===== src/sv/adq_pkg.sv =====
// Shared constants and types for the A/V drift quality monitor.
`timescale 1ns / 1ps

package adq_pkg;

    // Q8 fixed point full scale, 100 percent
    localparam int unsigned QW = 15;
    localparam logic [QW-1:0] Q8_FULL = 15'd25600;

    // Configuration register indexes and reset values
    localparam int unsigned CFG_IDX_W = 8;
    localparam logic [CFG_IDX_W-1:0] CFG_ERROR_THRESHOLD = 8'd0;
    localparam logic [CFG_IDX_W-1:0] CFG_ZERO_QUALITY    = 8'd1;
    localparam logic [31:0] ERROR_THRESHOLD_RST = 32'd40000;
    localparam logic [31:0] ZERO_QUALITY_RST    = 32'd40000;

    // Divider geometry: full 64-bit dividend or short 47-bit dividend
    localparam int unsigned DVD_W       = 64;
    localparam int unsigned DSR_W       = 32;
    localparam int unsigned SHORT_W     = 47;
    localparam int unsigned STEP_CNT_W  = 7;
    localparam logic [STEP_CNT_W-1:0] FULL_STEPS  = 7'd64;
    localparam logic [STEP_CNT_W-1:0] SHORT_STEPS = 7'd47;

    // Divider request from the sequencer
    typedef struct packed {
        logic start;
        logic short_op;
    } div_req_t;

    // Divider status back to the sequencer
    typedef struct packed {
        logic busy;
        logic done;
    } div_sts_t;

endpackage


===== src/sv/adq_div.sv =====
// Shared radix-2 restoring divider, one quotient bit per cycle.
`timescale 1ns / 1ps

module adq_div
(
    input  logic                          clk,
    input  logic                          rst_n,
    input  adq_pkg::div_req_t             req,
    input  logic [adq_pkg::DVD_W-1:0]     dividend,
    input  logic [adq_pkg::DSR_W-1:0]     divisor,
    output adq_pkg::div_sts_t             sts,
    output logic [adq_pkg::DVD_W-1:0]     quotient
);

    logic [adq_pkg::DVD_W-1:0]      dvd_reg;
    logic [adq_pkg::DSR_W-1:0]      dsr_reg;
    logic [adq_pkg::DSR_W-1:0]      rem_reg;
    logic [adq_pkg::DSR_W-1:0]      rem_next;
    logic [adq_pkg::DVD_W-1:0]      quo_reg;
    logic [adq_pkg::STEP_CNT_W-1:0] cnt_reg;
    logic                           busy_reg;
    logic                           done_reg;

    logic [adq_pkg::DSR_W:0]        rem_shift;
    logic [adq_pkg::DSR_W:0]        rem_diff;
    logic                           rem_ge;
    logic [adq_pkg::DVD_W-1:0]      dvd_aligned;

    // Short dividends are left-aligned so the same MSB-first walk applies
    assign dvd_aligned = req.short_op
        ? {dividend[adq_pkg::SHORT_W-1:0], {(adq_pkg::DVD_W-adq_pkg::SHORT_W){1'b0}}}
        : dividend;

    // Trial subtract of the shifted partial remainder
    assign rem_shift = {rem_reg, dvd_reg[adq_pkg::DVD_W-1]};
    assign rem_diff  = rem_shift - {1'b0, dsr_reg};
    assign rem_ge    = (rem_shift >= {1'b0, dsr_reg});
    assign rem_next  = rem_ge ? rem_diff[adq_pkg::DSR_W-1:0] : rem_shift[adq_pkg::DSR_W-1:0];

    // Step counter and status
    always_ff @(posedge clk or negedge rst_n)
    begin
        if (!rst_n)
        begin
            cnt_reg  <= '0;
            busy_reg <= 1'b0;
            done_reg <= 1'b0;
        end
        else if (req.start)
        begin
            cnt_reg  <= req.short_op ? adq_pkg::SHORT_STEPS : adq_pkg::FULL_STEPS;
            busy_reg <= 1'b1;
            done_reg <= 1'b0;
        end
        else if (busy_reg)
        begin
            cnt_reg <= cnt_reg - 1'b1;
            if (cnt_reg == 7'd1)
            begin
                busy_reg <= 1'b0;
                done_reg <= 1'b1;
            end
        end
        else
        begin
            done_reg <= 1'b0;
        end
    end

    // Datapath registers
    always_ff @(posedge clk)
    begin
        if (req.start)
        begin
            dvd_reg <= dvd_aligned;
            dsr_reg <= divisor;
            rem_reg <= '0;
            quo_reg <= '0;
        end
        else if (busy_reg)
        begin
            dvd_reg <= {dvd_reg[adq_pkg::DVD_W-2:0], 1'b0};
            rem_reg <= rem_next;
            quo_reg <= {quo_reg[adq_pkg::DVD_W-2:0], rem_ge};
        end
    end

    assign sts.busy = busy_reg;
    assign sts.done = done_reg;
    assign quotient = quo_reg;

endmodule


===== src/sv/av_drift_quality_monitor.sv =====
// Top level of the A/V drift quality monitor: sequencer, statistics and channels.
`timescale 1ns / 1ps

// Usage
//   s_tvalid/s_tready/s_tdata carry one sync point per transaction (video and
//   audio time in microseconds). m_tvalid/m_tready/m_tdata return one
//   statistics record per sync point, in order.
//   cfg_valid/cfg_ready/cfg_index/cfg_data write the error threshold (index 0)
//   and the zero-quality drift (index 1); cfg_ready is always high. Write only
//   while no sync point is in flight.
// Sequencing
//   From the accepting edge to the edge that raises m_tvalid, the shared divider runs
//   a 64-step pass for the mean drift and two 47-step passes for the quality
//   loss and the running average, one bit per cycle, plus the sequencing
//   states between them. The quality-loss pass is skipped when the mean
//   reaches the zero-quality drift. s_tready is high only while idle, so a new
//   sync point is taken only once the last one has left the sequencer.
// Reset
//   rst_n clears all statistics, sets both quality values to 100 percent and
//   loads the register reset values (40000 us each).
// Stall
//   The result sits in an output register; a new sync point may be accepted
//   while it waits. A finished record waits for that register to free up.

module av_drift_quality_monitor
(
    input  logic         clk,
    input  logic         rst_n,
    // s_tdata fields, low to high: video_time_us[31:0], audio_time_us[31:0]
    input  logic         s_tvalid,
    output logic         s_tready,
    input  logic [63:0]  s_tdata,
    // m_tdata fields, low to high: current_quality[14:0], average_quality[14:0],
    // peak_drift_us[31:0], error_total[31:0], point_total[31:0], 2 zero bits
    output logic         m_tvalid,
    input  logic         m_tready,
    output logic [127:0] m_tdata,
    input  logic         cfg_valid,
    output logic         cfg_ready,
    input  logic [adq_pkg::CFG_IDX_W-1:0] cfg_index,
    input  logic [31:0]  cfg_data
);

    localparam logic [3:0] ST_IDLE      = 4'd0;
    localparam logic [3:0] ST_UPD       = 4'd1;
    localparam logic [3:0] ST_MEAN_GO   = 4'd2;
    localparam logic [3:0] ST_MEAN_WAIT = 4'd3;
    localparam logic [3:0] ST_QCHK      = 4'd4;
    localparam logic [3:0] ST_LOSS_GO   = 4'd5;
    localparam logic [3:0] ST_LOSS_WAIT = 4'd6;
    localparam logic [3:0] ST_ACC_MUL   = 4'd7;
    localparam logic [3:0] ST_ACC_GO    = 4'd8;
    localparam logic [3:0] ST_ACC_WAIT  = 4'd9;
    localparam logic [3:0] ST_OUT       = 4'd10;

    localparam int unsigned PROD_W = adq_pkg::DSR_W + adq_pkg::QW;

    logic [3:0]   state_reg;
    logic [3:0]   state_next;

    logic [31:0]  err_thr_reg;
    logic [31:0]  zero_q_reg;

    logic [31:0]  drift_reg;
    logic [63:0]  drift_sum_reg;
    logic [31:0]  drift_peak_reg;
    logic [31:0]  error_count_reg;
    logic [31:0]  sample_count_reg;
    logic [adq_pkg::QW-1:0] quality_now_reg;
    logic [adq_pkg::QW-1:0] quality_mean_reg;

    logic [PROD_W-1:0] prod_reg;
    logic [PROD_W-1:0] mul_out;
    logic [31:0]       mul_a;
    logic [adq_pkg::QW-1:0] mul_b;
    logic [PROD_W-1:0] acc_sum;

    logic         m_tvalid_reg;
    logic [127:0] m_tdata_reg;

    logic         s_accept;
    logic         out_free;
    logic [31:0]  vid_t;
    logic [31:0]  aud_t;
    logic [31:0]  drift_in;
    logic [64:0]  sum_add;
    logic [31:0]  z_eff;
    logic         mean_ge_z;

    adq_pkg::div_req_t div_req;
    adq_pkg::div_sts_t div_sts;
    logic [adq_pkg::DVD_W-1:0] div_dividend;
    logic [adq_pkg::DSR_W-1:0] div_divisor;
    logic [adq_pkg::DVD_W-1:0] div_quot;

    // Handshakes
    assign s_tready  = (state_reg == ST_IDLE);
    assign s_accept  = s_tvalid && s_tready;
    assign cfg_ready = 1'b1;
    assign out_free  = !m_tvalid_reg || m_tready;
    assign m_tvalid  = m_tvalid_reg;
    assign m_tdata   = m_tdata_reg;

    // Absolute drift of the incoming sync point
    assign vid_t    = s_tdata[31:0];
    assign aud_t    = s_tdata[63:32];
    assign drift_in = (vid_t >= aud_t) ? (vid_t - aud_t) : (aud_t - vid_t);

    assign sum_add   = {1'b0, drift_sum_reg} + {33'd0, drift_reg};
    assign z_eff     = (zero_q_reg == 32'd0) ? 32'd1 : zero_q_reg;
    assign mean_ge_z = (div_quot >= {32'd0, z_eff});

    // Shared multiplier: mean * full scale, or old average * (count - 1)
    assign mul_a   = (state_reg == ST_QCHK) ? div_quot[31:0] : (sample_count_reg - 32'd1);
    assign mul_b   = (state_reg == ST_QCHK) ? adq_pkg::Q8_FULL : quality_mean_reg;
    assign mul_out = mul_a * mul_b;
    assign acc_sum = prod_reg + {{(PROD_W-adq_pkg::QW){1'b0}}, quality_now_reg};

    // Divider operand selection
    always_comb
    begin
        div_req.start    = 1'b0;
        div_req.short_op = 1'b0;
        div_dividend     = drift_sum_reg;
        div_divisor      = sample_count_reg;
        case (state_reg)
            ST_MEAN_GO:
            begin
                div_req.start = 1'b1;
            end
            ST_LOSS_GO:
            begin
                div_req.start    = 1'b1;
                div_req.short_op = 1'b1;
                div_dividend     = {{(adq_pkg::DVD_W-PROD_W){1'b0}}, prod_reg};
                div_divisor      = z_eff;
            end
            ST_ACC_GO:
            begin
                div_req.start    = 1'b1;
                div_req.short_op = 1'b1;
                div_dividend     = {{(adq_pkg::DVD_W-PROD_W){1'b0}}, acc_sum};
            end
            default:
            begin
                div_req.start = 1'b0;
            end
        endcase
    end

    adq_div u_div
    (
        .clk      (clk),
        .rst_n    (rst_n),
        .req      (div_req),
        .dividend (div_dividend),
        .divisor  (div_divisor),
        .sts      (div_sts),
        .quotient (div_quot)
    );

    // Sequencer next state
    always_comb
    begin
        state_next = state_reg;
        case (state_reg)
            ST_IDLE:      if (s_accept) state_next = ST_UPD;
            ST_UPD:       state_next = ST_MEAN_GO;
            ST_MEAN_GO:   state_next = ST_MEAN_WAIT;
            ST_MEAN_WAIT: if (div_sts.done) state_next = ST_QCHK;
            ST_QCHK:      state_next = mean_ge_z ? ST_ACC_MUL : ST_LOSS_GO;
            ST_LOSS_GO:   state_next = ST_LOSS_WAIT;
            ST_LOSS_WAIT: if (div_sts.done) state_next = ST_ACC_MUL;
            ST_ACC_MUL:   state_next = ST_ACC_GO;
            ST_ACC_GO:    state_next = ST_ACC_WAIT;
            ST_ACC_WAIT:  if (div_sts.done) state_next = ST_OUT;
            ST_OUT:       if (out_free) state_next = ST_IDLE;
            default:      state_next = ST_IDLE;
        endcase
    end

    // Control, configuration and statistics registers
    always_ff @(posedge clk or negedge rst_n)
    begin
        if (!rst_n)
        begin
            state_reg        <= ST_IDLE;
            err_thr_reg      <= adq_pkg::ERROR_THRESHOLD_RST;
            zero_q_reg       <= adq_pkg::ZERO_QUALITY_RST;
            drift_sum_reg    <= '0;
            drift_peak_reg   <= '0;
            error_count_reg  <= '0;
            sample_count_reg <= '0;
            quality_now_reg  <= adq_pkg::Q8_FULL;
            quality_mean_reg <= adq_pkg::Q8_FULL;
            m_tvalid_reg     <= 1'b0;
        end
        else
        begin
            state_reg <= state_next;

            if (cfg_valid && cfg_ready)
            begin
                case (cfg_index)
                    adq_pkg::CFG_ERROR_THRESHOLD: err_thr_reg <= cfg_data;
                    adq_pkg::CFG_ZERO_QUALITY:    zero_q_reg  <= cfg_data;
                    default: ;
                endcase
            end

            // Running statistics, one update per sync point
            if (state_reg == ST_UPD)
            begin
                drift_sum_reg <= sum_add[64] ? {64{1'b1}} : sum_add[63:0];
                if (drift_reg > drift_peak_reg)
                    drift_peak_reg <= drift_reg;
                if (drift_reg > err_thr_reg && error_count_reg != 32'hFFFF_FFFF)
                    error_count_reg <= error_count_reg + 32'd1;
                if (sample_count_reg != 32'hFFFF_FFFF)
                    sample_count_reg <= sample_count_reg + 32'd1;
            end

            // Current quality
            if (state_reg == ST_QCHK && mean_ge_z)
                quality_now_reg <= '0;
            if (state_reg == ST_LOSS_WAIT && div_sts.done)
                quality_now_reg <= adq_pkg::Q8_FULL - div_quot[adq_pkg::QW-1:0];

            // Average quality
            if (state_reg == ST_ACC_WAIT && div_sts.done)
                quality_mean_reg <= div_quot[adq_pkg::QW-1:0];

            // Output valid
            if (state_reg == ST_OUT && out_free)
                m_tvalid_reg <= 1'b1;
            else if (m_tready)
                m_tvalid_reg <= 1'b0;
        end
    end

    // Payload registers
    always_ff @(posedge clk)
    begin
        if (s_accept)
            drift_reg <= drift_in;
        if (state_reg == ST_QCHK || state_reg == ST_ACC_MUL)
            prod_reg <= mul_out;
        if (state_reg == ST_OUT && out_free)
            m_tdata_reg <= {2'b00, sample_count_reg, error_count_reg, drift_peak_reg,
                            quality_mean_reg, quality_now_reg};
    end

`ifndef ASSERT_OFF
    // An accepted sync point always starts the statistics update
    a_accept_to_upd: assert property (@(posedge clk) disable iff (!rst_n)
        s_accept |=> (state_reg == ST_UPD))
        else $error("accepted sync point did not enter update");

    // The divider is never restarted while a pass is running
    a_div_no_overlap: assert property (@(posedge clk) disable iff (!rst_n)
        div_req.start |-> !div_sts.busy)
        else $error("divider started while busy");

    // A new result only appears out of the output state
    a_out_source: assert property (@(posedge clk) disable iff (!rst_n)
        $rose(m_tvalid) |-> $past(state_reg == ST_OUT))
        else $error("result valid raised outside output state");

    // Quality values stay within full scale
    a_quality_range: assert property (@(posedge clk) disable iff (!rst_n)
        (quality_now_reg <= adq_pkg::Q8_FULL) && (quality_mean_reg <= adq_pkg::Q8_FULL))
        else $error("quality above full scale");
`endif

endmodule

===== config.mk =====
export PLATFORM = sky130hd
export DESIGN_NAME = av_drift_quality_monitor
export DESIGN_NICKNAME = d
export VERILOG_FILES = /design/src/sv/adq_pkg.sv /design/src/sv/adq_div.sv /design/src/sv/av_drift_quality_monitor.sv
export SDC_FILE = /design/constraint.sdc
export NUM_CORES = 2
export LEC_CHECK = 0
export ABC_AREA = 1
export ABC_CLOCK_PERIOD_IN_PS = 8830
export BUFFER_PORTS_ARGS = -buffer_cell sky130_fd_sc_hd__buf_2
export CORE_MARGIN = 2
export CORE_UTILIZATION = 55
export CTS_CLUSTER_DIAMETER = 60
export DETAILED_ROUTE_END_ITERATION = 16
export PLACE_DENSITY = 0.72
export SYNTH_ARGS = -nofsm -noshare
export SYNTH_HDL_FRONTEND = slang
export SYNTH_HIERARCHICAL = 1
export SYNTH_SLANG_ARGS = --single-unit

===== constraint.sdc =====
create_clock -name clk -period 8.83 [get_ports clk]
set_clock_uncertainty 0.1 [all_clocks]
set_input_delay 1.766 -clock clk [delete_from_list [all_inputs] [get_ports clk]]
set_output_delay 1.766 -clock clk [all_outputs]
set_load 0.02 [all_outputs]

# After elaboration in Yosys (flattened, before gate mapping)
# Cells that the tools add are included.
# W data, S select, Z words.
[totals]
reg_bits = 665
output_inout_bits = 131
[op_classes]
n_addsub = 10
multipliers = 1
order_cmp = 5
eq_ne = 20
n_mux = 33
reduce_logical = 23
[op_table]
columns = ["operator", "n"]
rows = [
  ["$mux W64", 4],
  ["$mux W32", 5],
  ["$pmux W64 S2", 1],
  ["$sub A32 B32 Y32", 3],
  ["$add A64 B32 Y65", 1],
  ["$add A32 B1 Y32 const B", 2],
  ["$ge A64 B32 Y1", 1],
  ["$gt A32 B32 Y1", 2],
  ["$ne A32 B32 Y1 const B", 2],
  ["$add A47 B15 Y47", 1],
  ["$mul A32 B15 Y47", 1],
  ["$mux W15", 3],
  ["$pmux W4 S11", 1],
  ["$ge A33 B32 Y1", 1],
  ["$ge A32 B32 Y1", 1],
  ["$logic_not A32 Y1", 1],
  ["$sub A32 B1 Y32 const B", 1],
  ["$mux W7", 3],
  ["$mux W4", 5],
  ["$eq A4 B3 Y1 const B", 4],
  ["$sub A15 B15 Y15 const A", 1],
  ["$eq A4 B4 Y1 const B", 3],
  ["$mux W1", 10],
  ["$reduce_and A2 Y1", 5],
  ["other kinds (18)", 30],
]

# Logic depth before layout (Yosys ltp)
[logic_depth]
word_depth = 6
ltp_mapped = 36

# Modules after synthesis
# Netlist, hierarchy kept.
[modules_own_cells]
columns = ["mod", "instances", "cells_each", "area_per_inst_um2", "seq_area_each_um2"]
rows = [
  ["av_drift_quality_monitor", 1, 6470, 48094.9, 12657.1],
  ["adq_div", 1, 1352, 10598.9, 5029.8],
]

# Least setup slack after synthesis
# No wires, ideal clock.
[synth_timing]
path_kind = "input port to flip-flop"
start = "input m_tready"
end = "register m_tdata_reg[0], in the netlist m_tdata[0], enable pin"
setup_ps = 612
arrival_time_ps = 7009
required_time_ps = 8118
setup_slack_ps = 1109
path_stages = 2
path_buffers = 0
cell_sequence = "nor2_1 nor2_1"
[synth_via]
elab_chain_len = 2
[synth_lines]
columns = ["element", "line", "rtl"]
rows = [
  ["from (decl)", "av_drift_quality_monitor.sv:36", "input logic m_tready,"],
  ["$logic_or A1 B1 Y1", "av_drift_quality_monitor.sv:100", "assign out_free = !m_tvalid_reg || m_tready;"],
  ["$logic_and A1 B1 Y1", "av_drift_quality_monitor.sv:248", "if (state_reg == ST_OUT && out_free)"],
  ["to (signal assigned)", "av_drift_quality_monitor.sv:249", "m_tdata_reg <= {2'b00, sample_count_reg, error_count_reg, drift_peak_reg,"],
  ["to (decl)", "av_drift_quality_monitor.sv:79", "logic [127:0] m_tdata_reg;"],
]
# Every way passes these cells.
# A chain may end at the register's enable or synchronous reset.

# Worst setup path after layout
[layout_timing]
start = "register state_reg[3]"
end = "register prod_reg[22], data pin"
[layout_via]
elab_chain_len = 3
word_cells_on_any_way = 4
[layout_lines]
columns = ["element", "line", "rtl"]
rows = [
  ["from (decl)", "av_drift_quality_monitor.sv:58", "logic [3:0] state_reg;"],
  ["from (signal assigned)", "av_drift_quality_monitor.sv:200", "state_reg <= state_next;"],
  ["$eq A4 B3 Y1 *", "av_drift_quality_monitor.sv:114, av_drift_quality_monitor.sv:115", ""],
  ["$mux W32 / $mux W15 (equally long branches)", "av_drift_quality_monitor.sv:114, av_drift_quality_monitor.sv:115", ""],
  ["$mul A32 B15 Y47 *", "av_drift_quality_monitor.sv:116", "assign mul_out = mul_a * mul_b;"],
  ["via mul_out[22]", "av_drift_quality_monitor.sv:73", "logic [PROD_W-1:0] mul_out;"],
  ["to (signal assigned)", "av_drift_quality_monitor.sv:247", "prod_reg <= mul_out;"],
  ["to (decl)", "av_drift_quality_monitor.sv:72", "logic [PROD_W-1:0] prod_reg;"],
]
# Mark *: on every way through the listed nets, which the timed path passes. The rest lies on a longest branch.

==> impl_metrics.ini <==
[outcome]
status = finished clean

[floorplan]
start_util = 0.556
die_h_um = 331
die_w_um = 331
row_count = 119
io_pins = 240
die_area_mm2 = 0.109
core_mm2 = 0.106

[pwr]
power_density_mw_per_mm2 = 274
p_leak_nw = 31.1
ir_drop_uv = 171

[timing]
hold_viol = 0
slew_violations = 0
tns_ns = 0
max_freq_ghz = 0.121
maxSlewHeadroom = 0.189
rsz0062_at_grt = no
tightest_slew_ns = 1.21
period_share = 0.935
period_minus_slack_ns = 8.26
finalSetupViolCount = 0
setup_ws_ns = 0.574

[placed_design]
pre_cts_ws_ns = 0.651
gp_congestion = 1.05
dp_hpwl_um = 176000
place.port_buffers = 236

[worst_setup_path]
startpoint_type = flip-flop
path_depth = 24
r2r_start = state_reg[3]
cp.arrival_ns = 8.58
rr_worst_depth = 24
critical-path-top-delay-family = adder cells
worstPathMaxFanout = 39
path_buf_inv = 7
slowest_delay_ns = 0.73
crit_top_cell = fa_1
crit_path_top_delay_cell = clkinv_1
path_class = reg -> reg
path_cells = nor2_1 -> inv_1 -> nor2_2 -> inv_2 -> buf_12 -> nand2_1 -> clkinv_1 -> nand2_1 -> fa_1 -> fa_1 -> inv_1 -> fa_1 -> fa_1 -> fa_1 -> inv_1 -> fa_1 -> inv_1 -> ha_1 -> a21oi_1 -> o21ai_0 -> a21oi_1 -> o21ai_0 -> a21oi_1 -> xnor2_1
cp.required_ns = 9.15
r2r_slack_ns = 0.57
critPathLaunch = state_reg[3]
end_kind = flip-flop

[finish]
largest_reg_flops = 126
multiInputGateArea_mm2 = 0.0348
nets = 8874
final_cell_mix = 2073 x nand2_1, 1367 x inv_1, 781 x nor2_1
area_growth_pct = 9.54
regArea_mm2 = 0.0177
fin_util = 0.609
nFillCells = 9712
final_common_cell = nand2_1
layout-drive-gt1-share = 0.0790

[global_routing]
grt_overflow = 0
antenna_found_initial = 17
grtUsageTotal = 0.398
grt_pass1_wl_um = 325000
grt_pass1_vias = 52549
grt_max_degree = 125

[routing]
ant_nets = 0
drtPass1Iterations = 7
drt_iter0_markers = 7253
route.detailed.drc = 0
num_vias = 55260
vias_per_cell = 5.83
wirelength_um = 217000
wire_per_inst_um = 22.9

[synth]
ys.warnings.count = 6
syn_area_mm2 = 0.0587
synth.avg_cell_area_um2 = 7.50
syn_inst = 7821

[clock_tree]
hold_buffers = 0
cts-resized-gates = 0
clkSlewWorstSetupHoldPaths_ns = 0.06
clockBufferDepth = 3
clockRootBuffer = clkbuf_16
cts_tree = done
clk_latency_ns = 0.70
clock-sinks = 665
htreeDepth = 3
cts_made_buffers = 83
cts_setup_buffers = 0

[min_path]
hold_class = reg -> reg
min_from = u_div/quotient[63]
hold_path_depth = 2

[run]
maxCapViolations = 0
==> area by class of cell <==
| class | count | share of cell area |
|---|---|---|
| clock inverters | 56 | 0.0106 |
| diodes | 3 | 0.000117 |
| flip-flops and latches | 665 | 0.275 |
| inverters | 1408 | 0.0824 |
| clock buffers | 100 | 0.0346 |
| well taps | 1391 | 0.0271 |
| repair buffers | 310 | 0.0279 |
| multi-input cells | 5549 | 0.542 |
==> worst register-to-register path: stages (launching register included) <==
cell	delay, ns
dfrtp_1	0.43
nor2_1	0.18
inv_1	0.14
nor2_2	0.38
inv_2	0.12
buf_12	0.21
nand2_1	0.12
clkinv_1	0.73
nand2_1	0.35
fa_1	0.48
fa_1	0.51
inv_1	0.05
fa_1	0.48
fa_1	0.55
fa_1	0.62
inv_1	0.09
fa_1	0.54
inv_1	0.04
ha_1	0.37
a21oi_1	0.30
o21ai_0	0.20
a21oi_1	0.22
o21ai_0	0.15
a21oi_1	0.34
xnor2_1	0.29
==> per-stage QoR <==
step	total power [mW]	cell area, um2	hold slack [ns]	cells
final	17.6	64300	0.358	9482
after global routing	18.7	64300	0.384	9479
after CTS	17.4	64300	0.365	9479
after detailed placement	13.8	61400	0.351	9323
after global placement	13.6	61400	0.346	9323
after floorplan	10.7	58700	0.320	7822
==> power by group <==
group          switching (mW)  leakage (nW)  internal [mW]
combinational            6.37          22.5           2.70
sequential              0.789          7.21           4.15
clock                    1.53          1.40           2.09
==> path summary, 6_finish.rpt <==
path                                   endpoint
max                                prod_reg[22]
min                          u_div/quotient[63]
max reg2reg                        prod_reg[22]
min reg2reg                  u_div/quotient[63]
max in group asynchronous     drift_sum_reg[24]
min in group asynchronous  sample_count_reg[22]
==> layer usage <==
metal	GRT usage	share of wire
met5	0	0.00032
met4	0.132	0.037
met2	0.586	0.42
met1	0.571	0.42
met3	0.104	0.12
Power figures use the tool's default switching activity.
